<file path="src/rtl/asp_pkg.sv">
// ----------------------------------------------------------------------------
// asp_pkg: shared types, constants and pattern test for the sleep package
// extractor.
// Holds the AML opcodes, the window type and the function that tests one
// start position of the byte window.
// ----------------------------------------------------------------------------
package asp_pkg;

  // Window geometry: the longest match spans eighteen bytes.
  localparam int WIN_DEPTH = 18;
  localparam int FILL_W    = $clog2(WIN_DEPTH + 1);
  localparam int IDX_W     = $clog2(WIN_DEPTH);

  // Configuration register indexes.
  localparam int CFG_IDX_W = 1;
  localparam logic [CFG_IDX_W-1:0] CFG_DEF_TYPE_A = 1'b0;
  localparam logic [CFG_IDX_W-1:0] CFG_DEF_TYPE_B = 1'b1;

  // AML bytes of the root-prefixed _S5_ name and the package opcodes.
  localparam logic [7:0] AML_ROOT     = 8'h5C;
  localparam logic [7:0] AML_UNDER    = 8'h5F;
  localparam logic [7:0] AML_CHAR_S   = 8'h53;
  localparam logic [7:0] AML_CHAR_5   = 8'h35;
  localparam logic [7:0] AML_NAME_OP  = 8'h08;
  localparam logic [7:0] AML_PKG_OP   = 8'h12;
  localparam logic [7:0] AML_BYTE_PFX = 8'h0A;
  localparam logic [7:0] AML_WORD_PFX = 8'h0B;
  localparam logic [7:0] AML_ZERO_OP  = 8'h00;
  localparam logic [7:0] AML_ONE_OP   = 8'h01;
  localparam logic [7:0] MIN_ELEMENTS = 8'h02;

  // PM1 control word: sleep enable bit.
  localparam logic [15:0] SLP_EN_BIT = 16'h2000;

  typedef enum logic [1:0] {
    ST_RUN,
    ST_DRAIN
  } asp_state_e;

  typedef logic [WIN_DEPTH-1:0][7:0] win_t;

  // Commands from the controller to the datapath.
  typedef struct packed {
    logic accept;
    logic drain;
    logic clear;
    logic load;
  } asp_cmd_t;

  // Status from the datapath to the controller.
  typedef struct packed {
    logic fill_zero;
  } asp_status_t;

  typedef struct packed {
    logic            ok;
    logic [15:0]     val;
    logic [IDX_W-1:0] next;
  } int_res_t;

  typedef struct packed {
    logic        ok;
    logic [15:0] type_a;
    logic [15:0] type_b;
  } test_res_t;

  // Parse one integer constant at position q; fails if absent or cut off.
  function automatic int_res_t take_int(win_t w, logic [IDX_W-1:0] q,
                                        logic [FILL_W-1:0] avail);
    int_res_t r;
    r.ok   = 1'b0;
    r.val  = '0;
    r.next = q;
    if (FILL_W'(q) < avail) begin
      case (w[q])
        AML_BYTE_PFX: begin
          if (FILL_W'(q) + FILL_W'(1) < avail) begin
            r.ok   = 1'b1;
            r.val  = {8'h00, w[q + IDX_W'(1)]};
            r.next = q + IDX_W'(2);
          end
        end
        AML_WORD_PFX: begin
          if (FILL_W'(q) + FILL_W'(2) < avail) begin
            r.ok   = 1'b1;
            r.val  = {w[q + IDX_W'(2)], w[q + IDX_W'(1)]};
            r.next = q + IDX_W'(3);
          end
        end
        AML_ZERO_OP: begin
          r.ok   = 1'b1;
          r.val  = 16'h0000;
          r.next = q + IDX_W'(1);
        end
        AML_ONE_OP: begin
          r.ok   = 1'b1;
          r.val  = 16'h0001;
          r.next = q + IDX_W'(1);
        end
        default: r.ok = 1'b0;
      endcase
    end
    return r;
  endfunction

  // Test the start position at the head of the window, avail bytes valid.
  function automatic test_res_t test_at(win_t w, logic [FILL_W-1:0] avail);
    test_res_t        r;
    logic             head_ok;
    logic [IDX_W-1:0] pos;
    int_res_t         ia;
    int_res_t         ib;
    head_ok = (w[0] == AML_ROOT)   && (w[1] == AML_UNDER) &&
              (w[2] == AML_CHAR_S) && (w[3] == AML_CHAR_5) &&
              (w[4] == AML_UNDER)  && (w[5] == AML_NAME_OP) &&
              (w[6] == AML_PKG_OP) && (avail >= FILL_W'(8));
    // Bits 7:6 of the PkgLength lead byte count the extra length bytes.
    pos  = IDX_W'(8) + IDX_W'(w[7][7:6]);
    ia   = take_int(w, pos + IDX_W'(1), avail);
    ib   = take_int(w, ia.next, avail);
    r.ok = head_ok && (FILL_W'(pos) < avail) && (w[pos] >= MIN_ELEMENTS) &&
           ia.ok && ib.ok;
    r.type_a = ia.val;
    r.type_b = ib.val;
    return r;
  endfunction

endpackage

</file>
<file path="src/rtl/asp_ctrl.sv">
// ----------------------------------------------------------------------------
// asp_ctrl: sequencing controller of the sleep package extractor.
// Runs the byte stream, drains the window after the last byte and hands
// the result to the output register once that register is free.
// ----------------------------------------------------------------------------
module asp_ctrl
  import asp_pkg::*;
(
  input  logic        clk_i,
  input  logic        rst_ni,
  input  logic        in_valid_i,
  input  logic        last_byte_i,
  input  logic        out_ready_i,
  input  asp_status_t status_i,
  output logic        in_ready_o,
  output logic        out_valid_o,
  output asp_cmd_t    cmd_o
);

  asp_state_e state_q, state_d;
  logic       full_q, full_d;
  logic       slot_free;

  // The output register can take a result when empty or emptied this cycle.
  assign slot_free = !full_q || out_ready_i;

  // State register and output register occupancy.
  always_ff @(posedge clk_i or negedge rst_ni) begin
    if (!rst_ni) begin
      state_q <= ST_RUN;
      full_q  <= 1'b0;
    end else begin
      state_q <= state_d;
      full_q  <= full_d;
    end
  end

  // Next state.
  always_comb begin
    state_d = state_q;
    case (state_q)
      ST_RUN: begin
        if (in_valid_i && last_byte_i) state_d = ST_DRAIN;
      end
      ST_DRAIN: begin
        if (status_i.fill_zero && slot_free) state_d = ST_RUN;
      end
      default: state_d = ST_RUN;
    endcase
  end

  // Handshakes and datapath commands.
  always_comb begin
    in_ready_o   = 1'b0;
    cmd_o        = '0;
    case (state_q)
      ST_RUN: begin
        in_ready_o   = 1'b1;
        cmd_o.accept = in_valid_i;
      end
      ST_DRAIN: begin
        cmd_o.drain = !status_i.fill_zero;
        if (status_i.fill_zero && slot_free) begin
          cmd_o.load  = 1'b1;
          cmd_o.clear = 1'b1;
        end
      end
      default: begin
        in_ready_o = 1'b0;
      end
    endcase
  end

  // A loaded result stays on offer until it is taken.
  assign full_d      = cmd_o.load || (full_q && !out_ready_i);
  assign out_valid_o = full_q;

  // A waiting result is held until it is taken.
  a_hold: assert property (@(posedge clk_i) disable iff (!rst_ni)
    (out_valid_o && !out_ready_i) |=> out_valid_o)
    else $error("result dropped before it was taken");

  // A result is loaded only into a free output register.
  a_no_overwrite: assert property (@(posedge clk_i) disable iff (!rst_ni)
    cmd_o.load |-> (!out_valid_o || out_ready_i))
    else $error("waiting result overwritten");

  // A last byte always leads into the drain.
  a_last_drain: assert property (@(posedge clk_i) disable iff (!rst_ni)
    (in_valid_i && in_ready_o && last_byte_i) |=> !in_ready_o)
    else $error("last byte did not start the drain");

  // Loading the result reopens the input.
  a_reopen: assert property (@(posedge clk_i) disable iff (!rst_ni)
    cmd_o.load |=> in_ready_o)
    else $error("input not reopened after result");

endmodule

</file>
<file path="src/rtl/asp_dpath.sv">
// ----------------------------------------------------------------------------
// asp_dpath: byte window, pattern test and result registers.
// Keeps the eighteen-byte window, tests its head position and holds the
// first matched sleep types and the configured defaults.
// ----------------------------------------------------------------------------
module asp_dpath
  import asp_pkg::*;
(
  input  logic                 clk_i,
  input  logic                 rst_ni,
  input  asp_cmd_t             cmd_i,
  input  logic [7:0]           data_byte_i,
  input  logic                 last_byte_i,
  input  logic                 cfg_we_i,
  input  logic [CFG_IDX_W-1:0] cfg_idx_i,
  input  logic [15:0]          cfg_data_i,
  output asp_status_t          status_o,
  output logic                 found_o,
  output logic [15:0]          sleep_type_a_o,
  output logic [15:0]          sleep_type_b_o,
  output logic [15:0]          control_word_a_o,
  output logic [15:0]          control_word_b_o
);

  win_t              win_q, win_d;
  logic [FILL_W-1:0] fill_q, fill_d;
  logic              match_q, match_d;
  logic [15:0]       held_a_q, held_a_d;
  logic [15:0]       held_b_q, held_b_d;
  logic [15:0]       def_a_q;
  logic [15:0]       def_b_q;
  logic              res_found_q;
  logic [15:0]       res_a_q;
  logic [15:0]       res_b_q;
  win_t              test_win;
  logic [FILL_W-1:0] test_avail;
  test_res_t         res;
  logic [15:0]       type_a;
  logic [15:0]       type_b;

  // During the stream the test sees the incoming byte at the window tail.
  always_comb begin
    if (cmd_i.drain) begin
      test_win   = win_q;
      test_avail = fill_q;
    end else begin
      test_win   = win_t'({data_byte_i, win_q[WIN_DEPTH-2:0]});
      test_avail = FILL_W'(WIN_DEPTH);
    end
    res = test_at(test_win, test_avail);
  end

  // Window, fill count and first-match capture.
  always_comb begin
    win_d    = win_q;
    fill_d   = fill_q;
    match_d  = match_q;
    held_a_d = held_a_q;
    held_b_d = held_b_q;
    if (cmd_i.clear) begin
      fill_d   = '0;
      match_d  = 1'b0;
      held_a_d = '0;
      held_b_d = '0;
    end else if (cmd_i.drain) begin
      if (!match_q && res.ok) begin
        match_d  = 1'b1;
        held_a_d = res.type_a;
        held_b_d = res.type_b;
      end
      win_d  = win_t'(win_q >> 8);
      fill_d = fill_q - FILL_W'(1);
    end else if (cmd_i.accept) begin
      if (!last_byte_i && (fill_q == FILL_W'(WIN_DEPTH - 1))) begin
        // Full window: test the oldest position, then retire it.
        if (!match_q && res.ok) begin
          match_d  = 1'b1;
          held_a_d = res.type_a;
          held_b_d = res.type_b;
        end
        win_d = win_t'(test_win >> 8);
      end else begin
        win_d[fill_q[IDX_W-1:0]] = data_byte_i;
        fill_d                   = fill_q + FILL_W'(1);
      end
    end
  end

  // Control registers of the stream.
  always_ff @(posedge clk_i or negedge rst_ni) begin
    if (!rst_ni) begin
      fill_q   <= '0;
      match_q  <= 1'b0;
      held_a_q <= '0;
      held_b_q <= '0;
    end else begin
      fill_q   <= fill_d;
      match_q  <= match_d;
      held_a_q <= held_a_d;
      held_b_q <= held_b_d;
    end
  end

  // Window bytes beyond the fill count are never looked at.
  always_ff @(posedge clk_i) begin
    win_q <= win_d;
  end

  // Default sleep type registers.
  always_ff @(posedge clk_i or negedge rst_ni) begin
    if (!rst_ni) begin
      def_a_q <= 16'd7;
      def_b_q <= 16'd7;
    end else if (cfg_we_i) begin
      case (cfg_idx_i)
        CFG_DEF_TYPE_A: def_a_q <= cfg_data_i;
        CFG_DEF_TYPE_B: def_b_q <= cfg_data_i;
        default: ;
      endcase
    end
  end

  // Sleep types of the finished table: matched values or the defaults.
  assign type_a = match_q ? held_a_q : def_a_q;
  assign type_b = match_q ? held_b_q : def_b_q;

  // Output register, loaded once the drain is over, so that the next
  // table can stream in while the result waits.
  always_ff @(posedge clk_i or negedge rst_ni) begin
    if (!rst_ni) begin
      res_found_q <= 1'b0;
      res_a_q     <= '0;
      res_b_q     <= '0;
    end else if (cmd_i.load) begin
      res_found_q <= match_q;
      res_a_q     <= type_a;
      res_b_q     <= type_b;
    end
  end

  // Result fields and PM1 control words.
  assign found_o          = res_found_q;
  assign sleep_type_a_o   = res_a_q;
  assign sleep_type_b_o   = res_b_q;
  assign control_word_a_o = {res_a_q[5:0], 10'b0} | SLP_EN_BIT;
  assign control_word_b_o = {res_b_q[5:0], 10'b0} | SLP_EN_BIT;
  assign status_o.fill_zero = (fill_q == '0);

  // The window never holds more bytes than it has room for.
  a_fill_max: assert property (@(posedge clk_i) disable iff (!rst_ni)
    fill_q <= FILL_W'(WIN_DEPTH))
    else $error("window overfilled");

  // Once a match is held it stays until the next clear.
  a_match_held: assert property (@(posedge clk_i) disable iff (!rst_ni)
    (match_q && !cmd_i.clear) |=> (match_q && $stable(held_a_q) && $stable(held_b_q)))
    else $error("held match changed");

  // A clear empties the window and drops the match.
  a_clear: assert property (@(posedge clk_i) disable iff (!rst_ni)
    cmd_i.clear |=> (fill_q == '0) && !match_q)
    else $error("clear did not empty the stream state");

  // A result is loaded only after every position has been tested.
  a_load_empty: assert property (@(posedge clk_i) disable iff (!rst_ni)
    cmd_i.load |-> (fill_q == '0))
    else $error("result loaded before the drain finished");

endmodule

</file>
<file path="src/rtl/aml_sleep_package_extractor.sv">
// ----------------------------------------------------------------------------
// aml_sleep_package_extractor: S5 sleep type finder for an AML byte stream.
// Scans table bytes for the root _S5_ package and reports its two sleep
// types, or the configured defaults, with the PM1 control words.
//
//   Channel  | Signals                                        | Direction
//   ---------+------------------------------------------------+----------
//   input    | in_valid_i, in_ready_o, data_byte_i, last_byte_i | in
//   output   | out_valid_o, out_ready_i, found_o, sleep_type_*, | out
//            | control_word_*                                  |
//   config   | cfg_we_i, cfg_idx_i, cfg_data_i                 | in
//
// Stream bytes are taken one per cycle while the input is open; the window
// test at its head is combinational. After the last byte the window is
// drained one position a cycle until no pending byte is left, then the
// result is loaded; the input is closed from the last byte until that
// load. The result waits in an output register, so the next table
// streams in meanwhile; only the end of that table's drain waits for the
// request on the output to be accepted. Reset returns the stream state to
// empty and both defaults to 7.
// ----------------------------------------------------------------------------
module aml_sleep_package_extractor
  import asp_pkg::*;
(
  input  logic                 clk_i,
  input  logic                 rst_ni,
  input  logic                 in_valid_i,
  output logic                 in_ready_o,
  input  logic [7:0]           data_byte_i,
  input  logic                 last_byte_i,
  output logic                 out_valid_o,
  input  logic                 out_ready_i,
  output logic                 found_o,
  output logic [15:0]          sleep_type_a_o,
  output logic [15:0]          sleep_type_b_o,
  output logic [15:0]          control_word_a_o,
  output logic [15:0]          control_word_b_o,
  input  logic                 cfg_we_i,
  input  logic [CFG_IDX_W-1:0] cfg_idx_i,
  input  logic [15:0]          cfg_data_i
);

  asp_cmd_t    cmd;
  asp_status_t status;

  // Sequencing controller.
  asp_ctrl u_ctrl (
    .clk_i       (clk_i),
    .rst_ni      (rst_ni),
    .in_valid_i  (in_valid_i),
    .last_byte_i (last_byte_i),
    .out_ready_i (out_ready_i),
    .status_i    (status),
    .in_ready_o  (in_ready_o),
    .out_valid_o (out_valid_o),
    .cmd_o       (cmd)
  );

  // Window and result datapath.
  asp_dpath u_dpath (
    .clk_i            (clk_i),
    .rst_ni           (rst_ni),
    .cmd_i            (cmd),
    .data_byte_i      (data_byte_i),
    .last_byte_i      (last_byte_i),
    .cfg_we_i         (cfg_we_i),
    .cfg_idx_i        (cfg_idx_i),
    .cfg_data_i       (cfg_data_i),
    .status_o         (status),
    .found_o          (found_o),
    .sleep_type_a_o   (sleep_type_a_o),
    .sleep_type_b_o   (sleep_type_b_o),
    .control_word_a_o (control_word_a_o),
    .control_word_b_o (control_word_b_o)
  );

endmodule

</file>
<file path="config.mk">
export PLATFORM = sky130hd
export DESIGN_NAME = aml_sleep_package_extractor
export DESIGN_NICKNAME = d
export VERILOG_FILES = /design/src/rtl/asp_pkg.sv /design/src/rtl/asp_ctrl.sv /design/src/rtl/asp_dpath.sv /design/src/rtl/aml_sleep_package_extractor.sv
export SDC_FILE = /design/constraint.sdc
export NUM_CORES = 1
export LEC_CHECK = 0
export BUFFER_PORTS_ARGS = -buffer_cell sky130_fd_sc_hd__buf_2
export CAP_MARGIN = 10
export CELL_PAD_IN_SITES_DETAIL_PLACEMENT = 1
export CELL_PAD_IN_SITES_GLOBAL_PLACEMENT = 1
export CORE_MARGIN = 2
export CORE_UTILIZATION = 50
export CTS_CLUSTER_SIZE = 25
export DETAILED_ROUTE_END_ITERATION = 8
export GPL_TIMING_DRIVEN = 0
export PLACE_DENSITY_LB_ADDON = 0.1
export SETUP_SLACK_MARGIN = 0.1
export SLEW_MARGIN = 40
export SYNTH_ARGS = -nofsm -noshare
export SYNTH_HDL_FRONTEND = slang
export SYNTH_SLANG_ARGS = --single-unit
</file>
<file path="constraint.sdc">
create_clock -name clk_i -period 18.45 [get_ports clk_i]
set_input_delay 1.845 -clock clk_i [delete_from_list [all_inputs] [get_ports clk_i]]
set_output_delay 1.845 -clock clk_i [all_outputs]
set_load 0.01 [all_outputs]
</file>
==> results of run 1 <==
[through the flow]
| stage | worst slack (ns) | util, % | hold WS, ns |
|---|---|---|---|
| after floorplan | 10.97 | - | 0.458 |
| after CTS | 7.79 | 56.5 | 0.482 |
| after global routing | 7.55 | 56.7 | 0.502 |
| final | 7.98 | 56.7 | 0.480 |
| after global placement | 8.28 | 53.6 | 0.452 |
| after detailed placement | 7.87 | 53.9 | 0.462 |
[critical path, delay by kind of cell (launching register included)]
family                   cells  cell delay [ns]
buffers and inverters       10             3.43
XOR/XNOR                     1             0.43
multiplexers                 2             0.69
flip-flops                   1             0.36
AND/OR/NAND/NOR              7             1.84
AO/OA/AOI/OAI                7             2.13
adder cells (fa/ha/maj)      4             1.42
[worst max path at each step]
stage | startpoint | end | slack, ns | depth (start not counted)
final | u_dpath.fill_q[1] | u_dpath.held_a_q[11] | 7.98 | 31
after global routing | u_dpath.fill_q[1] | u_dpath.held_a_q[11] | 7.55 | 31
after CTS | u_dpath.fill_q[1] | u_dpath.held_a_q[11] | 7.79 | 31
after detailed placement | u_dpath.fill_q[1] | u_dpath.held_a_q[11] | 7.87 | 31
after global placement | u_dpath.fill_q[1] | u_dpath.held_a_q[11] | 8.28 | 31
after floorplan | u_dpath.win_q[62] | u_dpath.held_b_q[10] | 10.97 | 32
[registers in the layout (all words and copies together) (netlist names)]
| signal | cells |
|---|---|
| u_dpath.win_q | 144 |
| u_dpath.held_a_q | 16 |
| u_dpath.sleep_type_b_o | 16 |
| u_ctrl.out_valid_o | 1 |
| u_dpath.found_o | 1 |
| u_dpath.def_a_q | 16 |
| u_dpath.match_q | 1 |
| u_dpath.fill_q | 5 |
| u_dpath.def_b_q | 16 |
| u_ctrl.state_q | 1 |
| u_dpath.held_b_q | 16 |
| u_dpath.sleep_type_a_o | 16 |
[cell type report]
class | count | area share (%)
diodes | 4 | 0.0512
plain buffers | 152 | 4.00
clock buffers | 43 | 4.24
clock inverters | 7 | 0.416
inverters | 38 | 0.729
multi-input cells | 1265 | 49.9
flip-flops and latches | 249 | 35.6
well taps | 455 | 2.91
repair buffers | 77 | 2.15
[Yosys cell counts (15+ instances only)]
library cell	n
buf_4	38
o22ai_1	18
a22o_1	17
mux2_2	45
a211oi_1	32
nor4_1	23
buf_2	22
mux4_2	93
a311oi_1	15
clkbuf_1	74
dfrtp_1	99
mux2i_1	128
a31oi_1	17
a21boi_0	17
edfxtp_1	144
ha_1	28
inv_1	31
nand3_1	19
o21ai_0	159
nand2_1	286
nor2_1	74
a21oi_1	65
nor3_1	22
[logic make-up after synthesis]
group                    count (synthesis)
multiplexers                           285
adder cells (fa/ha/maj)                 29
AO/OA/AOI/OAI                          425
buffers and inverters                  190
XOR/XNOR                                18
flip-flops                             249
other                                    2
AND/OR/NAND/NOR                        486
[metal layers]
layer  GRT usage (%)  share of wire [%]  wire, um  vias up
li1                -                  -         -     6620
met1            52.3                 36     28300     8000
met2            70.9                 46     36400     1177
met3            9.88                 10      7980      358
met4            30.1                8.7      6900        4
met5           0.412              0.033        26        -
==> out/results.txt, run 1 <==
Worst path most repeated cell - ha_1
Crit Path Class - reg -> reg
CTS Buffer Depth - 3
reg2reg path depth - 31
starting density of the core - 50.6%
period utilisation layout - 56.7%
ranking of synthesized cells by area - edfxtp_1, dfrtp_1, mux4_2
routability cong. - 1.07
worst slew pin tran - 0.979 ns
largest family of logic cells by synthesized area - multiplexers
Mapped Area - 17,400 um2
first-pass GRT wire length - 114 mm
critical path arrival - 10.90 ns
final setup fails - 0
fin area - 19,600 um2
CP max FO - 17
setup_tns - 0 ns
Adder-Cell Fraction of Synth Area - 2.12%
Hold EP - u_dpath.sleep_type_b_o[6]
slowest stage delay, CP - 0.50 ns
drt pass-1 iters - 6
Seq/Total Area, Yosys - 39.9%
yosys warns - 0
Critical-path top delay cell - clkbuf_1
max cap viols - 0
CP Capture Type - flop
number of synthesized flops with an enable pin - 144
Min Clock Period, post-route - 10.47 ns
Post-Synthesis Cells - 1,684
Primary FF master, synth - edfxtp_1
CTS buffer count - 28
Slew Limit Fails - 0
library cells used by synthesis - 90
compound-gate portion of the synthesized area - 15.8%
worst-skew pair later-pin latency - 0.57 ns
ratio of cells with drive above 1 in the final layout - 21.8%
Root Buffer - clkbuf_16
Syn Area/Cell - 10.4 um2
worst hold-check path type - reg -> reg
Worst R2R End - u_dpath.held_a_q[11]
XOR/XNOR share of the synthesized area - 0.947%
die width - 191 um
Final Skew - 0.0184 ns
WL/cell - 34.8 um
grt ovf - 0
Routed Antenna Nets - 0
H-tree Lvls - 1
Fillers - 3,781
post-CTS setup buffer count - 0
post-synth top area share - 24.8%
CP Launch Type - flop
most common cell after layout, fill and taps aside - nand2_1
Core Area - 34,500 um2
Simple-Gate Fraction of Synth Area - 12.3%
reg-to-reg critical path startpoint - u_dpath.fill_q[1]
via count - 16,200
Iter 0 DRT Violations - 1,760
Worst Hold Depth - 2
FF/Latch Area - 6960 um2
Post-DP Area - 18,600 um2
Die Span Y - 191 um
Reg2Reg Setup Slack - 7.98 ns
mux cell area share after synthesis - 23.7%
multi-input logic area - 9760 um2
placed cell count - 2,235
fmax - 0.0955 GHz
vias in the first global route - 16,500
Required @ worst endpoint - 18.88 ns
min-delay src - u_dpath.sleep_type_b_o[6]
hpwl dp - 60.8 mm
Vias/cell - 7.06
Total Die Area - 36,400 um2
clk sinks - 249
gr usage total - 43.9%
standard-cell row count - 68
status - finished, final reports clean
final hold violations - 0
IO Pins - 98
# DRC - 0
dominant cell type by area after synthesis - edfxtp_1
pin count of the biggest net entering global routing - 73
relative slew slack - 34.7%
RSZ-0062 raised after global routing - false
PostCTS Resize Cnt - 0
most frequent cells in the layout - nand2_1, o21ai_0, edfxtp_1, mux2i_1, dfrtp_1
Final Net Count - 1,871
TritonCTS clock tree - yes
drt total wl - 79.6 mm
final non-filler cell total - 2,290
Area Overhead vs Synth - 12.1%
initial antenna violation count - 4
flops & latches, synth - 249
Synth async-reset ratio - 42.2%
clk slew on worst S/H paths - 0.06 ns
PortBufs - 75
# hold bufs at CTS - 0
Power of run 1 is left out: the tool's default activity adds up to more than one toggle a clock period on the data nets, which glitch-free logic cannot reach.
==> run 2: changes to the inputs <==
- CORE_UTILIZATION: 50 -> 45
- clock period: 18.45 -> 8.9 ns (I/O delays scaled with it)
==> run 2 against run 1 <==
Net effect:
- final cell count grew 2.8%
- non-clock buffer count grew 1
- register-to-register slack lost 7.7 ns
- flip-flop and latch count is the same
- final area grew 0.74%
- critical path depth is the same
- critical path type unchanged
- critical endpoint is now u_dpath.held_b_q[12]
- highest routed layer unchanged
==> out/results.txt, run 2 (synthesis gave the netlist of run 1 again) <==
Critical-path top delay cell - nor2_2
final hold violations - 0
PortBufs - 75
first-pass GRT wire length - 115 mm
CTS Buffer Depth - 3
Required @ worst endpoint - 9.36 ns
WHS - 0.193 ns
Slew Limit Fails - 0
period utilisation layout - 97.2%
grt ovf - 0
initial antenna violation count - 3
H-tree Lvls - 1
Root Buffer - clkbuf_16
CP Capture Type - flop
Die Span Y - 201 um
worst-skew pair later-pin latency - 0.60 ns
Vias/cell - 6.74
# DRC - 0
ratio of cells with drive above 1 in the final layout - 22.9%
Ant. Diodes - 0
Core Area - 38,500 um2
fmax - 0.116 GHz
Total Die Area - 40,400 um2
Final Net Count - 1,873
Area Overhead vs Synth - 12.9%
CP Launch Type - flop
Worst path most repeated cell - ha_1
Crit Path Class - reg -> reg
gr usage total - 39.4%
Final Skew - 0.0396 ns
WL/cell - 34.0 um
met2 WL - 36.5 mm
most common cell after layout, fill and taps aside - nand2_1
Min Clock Period, post-route - 8.65 ns
clk slew on worst S/H paths - 0.06 ns
most flop-heavy register - u_dpath.win_q
vias in the first global route - 16,200
critical path arrival - 9.11 ns
most frequent cells in the layout - nand2_1, o21ai_0, edfxtp_1, mux2i_1, dfrtp_1
metal3 WL - 7.80 mm
max cap viols - 0
worst hold-check path type - in -> async
starting density of the core - 45.4%
die width - 201 um
Iter 0 DRT Violations - 1,948
status - finished, final reports clean
slowest stage delay, CP - 0.70 ns
via count - 15,900
final setup fails - 0
standard-cell row count - 72
relative slew slack - 33.3%
IO Pins - 98
RSZ-0062 raised after global routing - false
Largest register FFs - 144
Routed Antenna Nets - 0
CTS buffer count - 29
routability cong. - 1.04
DR top layer - met5
M1 WL - 29.6 mm
clk sinks - 249
drt pass-1 iters - 5
hpwl dp - 62.0 mm
Reg2Reg Setup Slack - 0.25 ns
drt total wl - 80.2 mm
pin count of the biggest net entering global routing - 65
CP max FO - 19
worst slew pin tran - 0.994 ns
TritonCTS clock tree - yes
[run 2: cell count changes in the layout (fill, tap and decap cells not counted), moves of 5 or more]
cell,change
clkbuf_1,-14
a21oi_1,+9
a21oi_2,-9
clkbuf_2,+7
nor2_1,-5
nor2_2,+5
[run 2: repair_timing]
action                     CTS  global route
hold buffers                 0             0
cloned                       0             0
setup buffers                2             1
pin swaps                    1             1
setup endpoints to repair   33            32
gates resized for setup     11             7
[run 2: final timing paths]
path,startpoint,endpoint,depth (start not counted)
max in group asynchronous,rst_ni,u_dpath.def_a_q[2],2
max reg2reg,u_dpath.fill_q[1],u_dpath.held_b_q[12],31
min in group clk_i,u_dpath.sleep_type_a_o[6],u_dpath.sleep_type_a_o[6],2
min reg2reg,u_dpath.sleep_type_a_o[6],u_dpath.sleep_type_a_o[6],2
max,u_dpath.fill_q[1],u_dpath.held_b_q[12],31
min,rst_ni,u_dpath.sleep_type_b_o[6],1
[run 2: stage by stage]
stage               setup TNS (ns)  setup slack [ns]  area (um2)  std cells  utilization [%]
finish                           0             0.247       19700       2354             51.2
global route                     0             0.101       19700       2354             51.2
CTS                              0             0.162       19600       2353             51.0
detailed placement          -55.80             -1.86       18600       2298             48.5
global placement            -51.35             -1.71       18500       2297             48.2
floorplan                        0              1.42       17500       1704                -
[run 2: per-layer routing]
metal  vias up  track usage [%]
met5         -                0
met4         4             25.0
met3       286             7.94
met2       979             63.0
met1      7967             49.1
li1       6624                -
[run 2: layout make-up]
class,instances,area (um2)
tap,518,648
timing repair buffer,79,448
multi-input combinational,1265,9800
fill,4294,18800
inverter,38,143
clock inverter,18,109
buffer,151,797
sequential,249,6960
clock buffer,36,797
[run 2: worst max-delay path, delay by kind of cell (launching register included)]
family / cells / cell delay, ns
xor gates and xnor gates: 1 / 0.24
muxes: 2 / 0.58
and+or+nand+nor: 5 / 1.48
AOI/OAI and AO/OA: 9 / 2.07
buffers and inverters: 10 / 2.40
DFF: 1 / 0.38
adders and majority gates: 4 / 1.32
Power of run 2 is left out for the same reason.
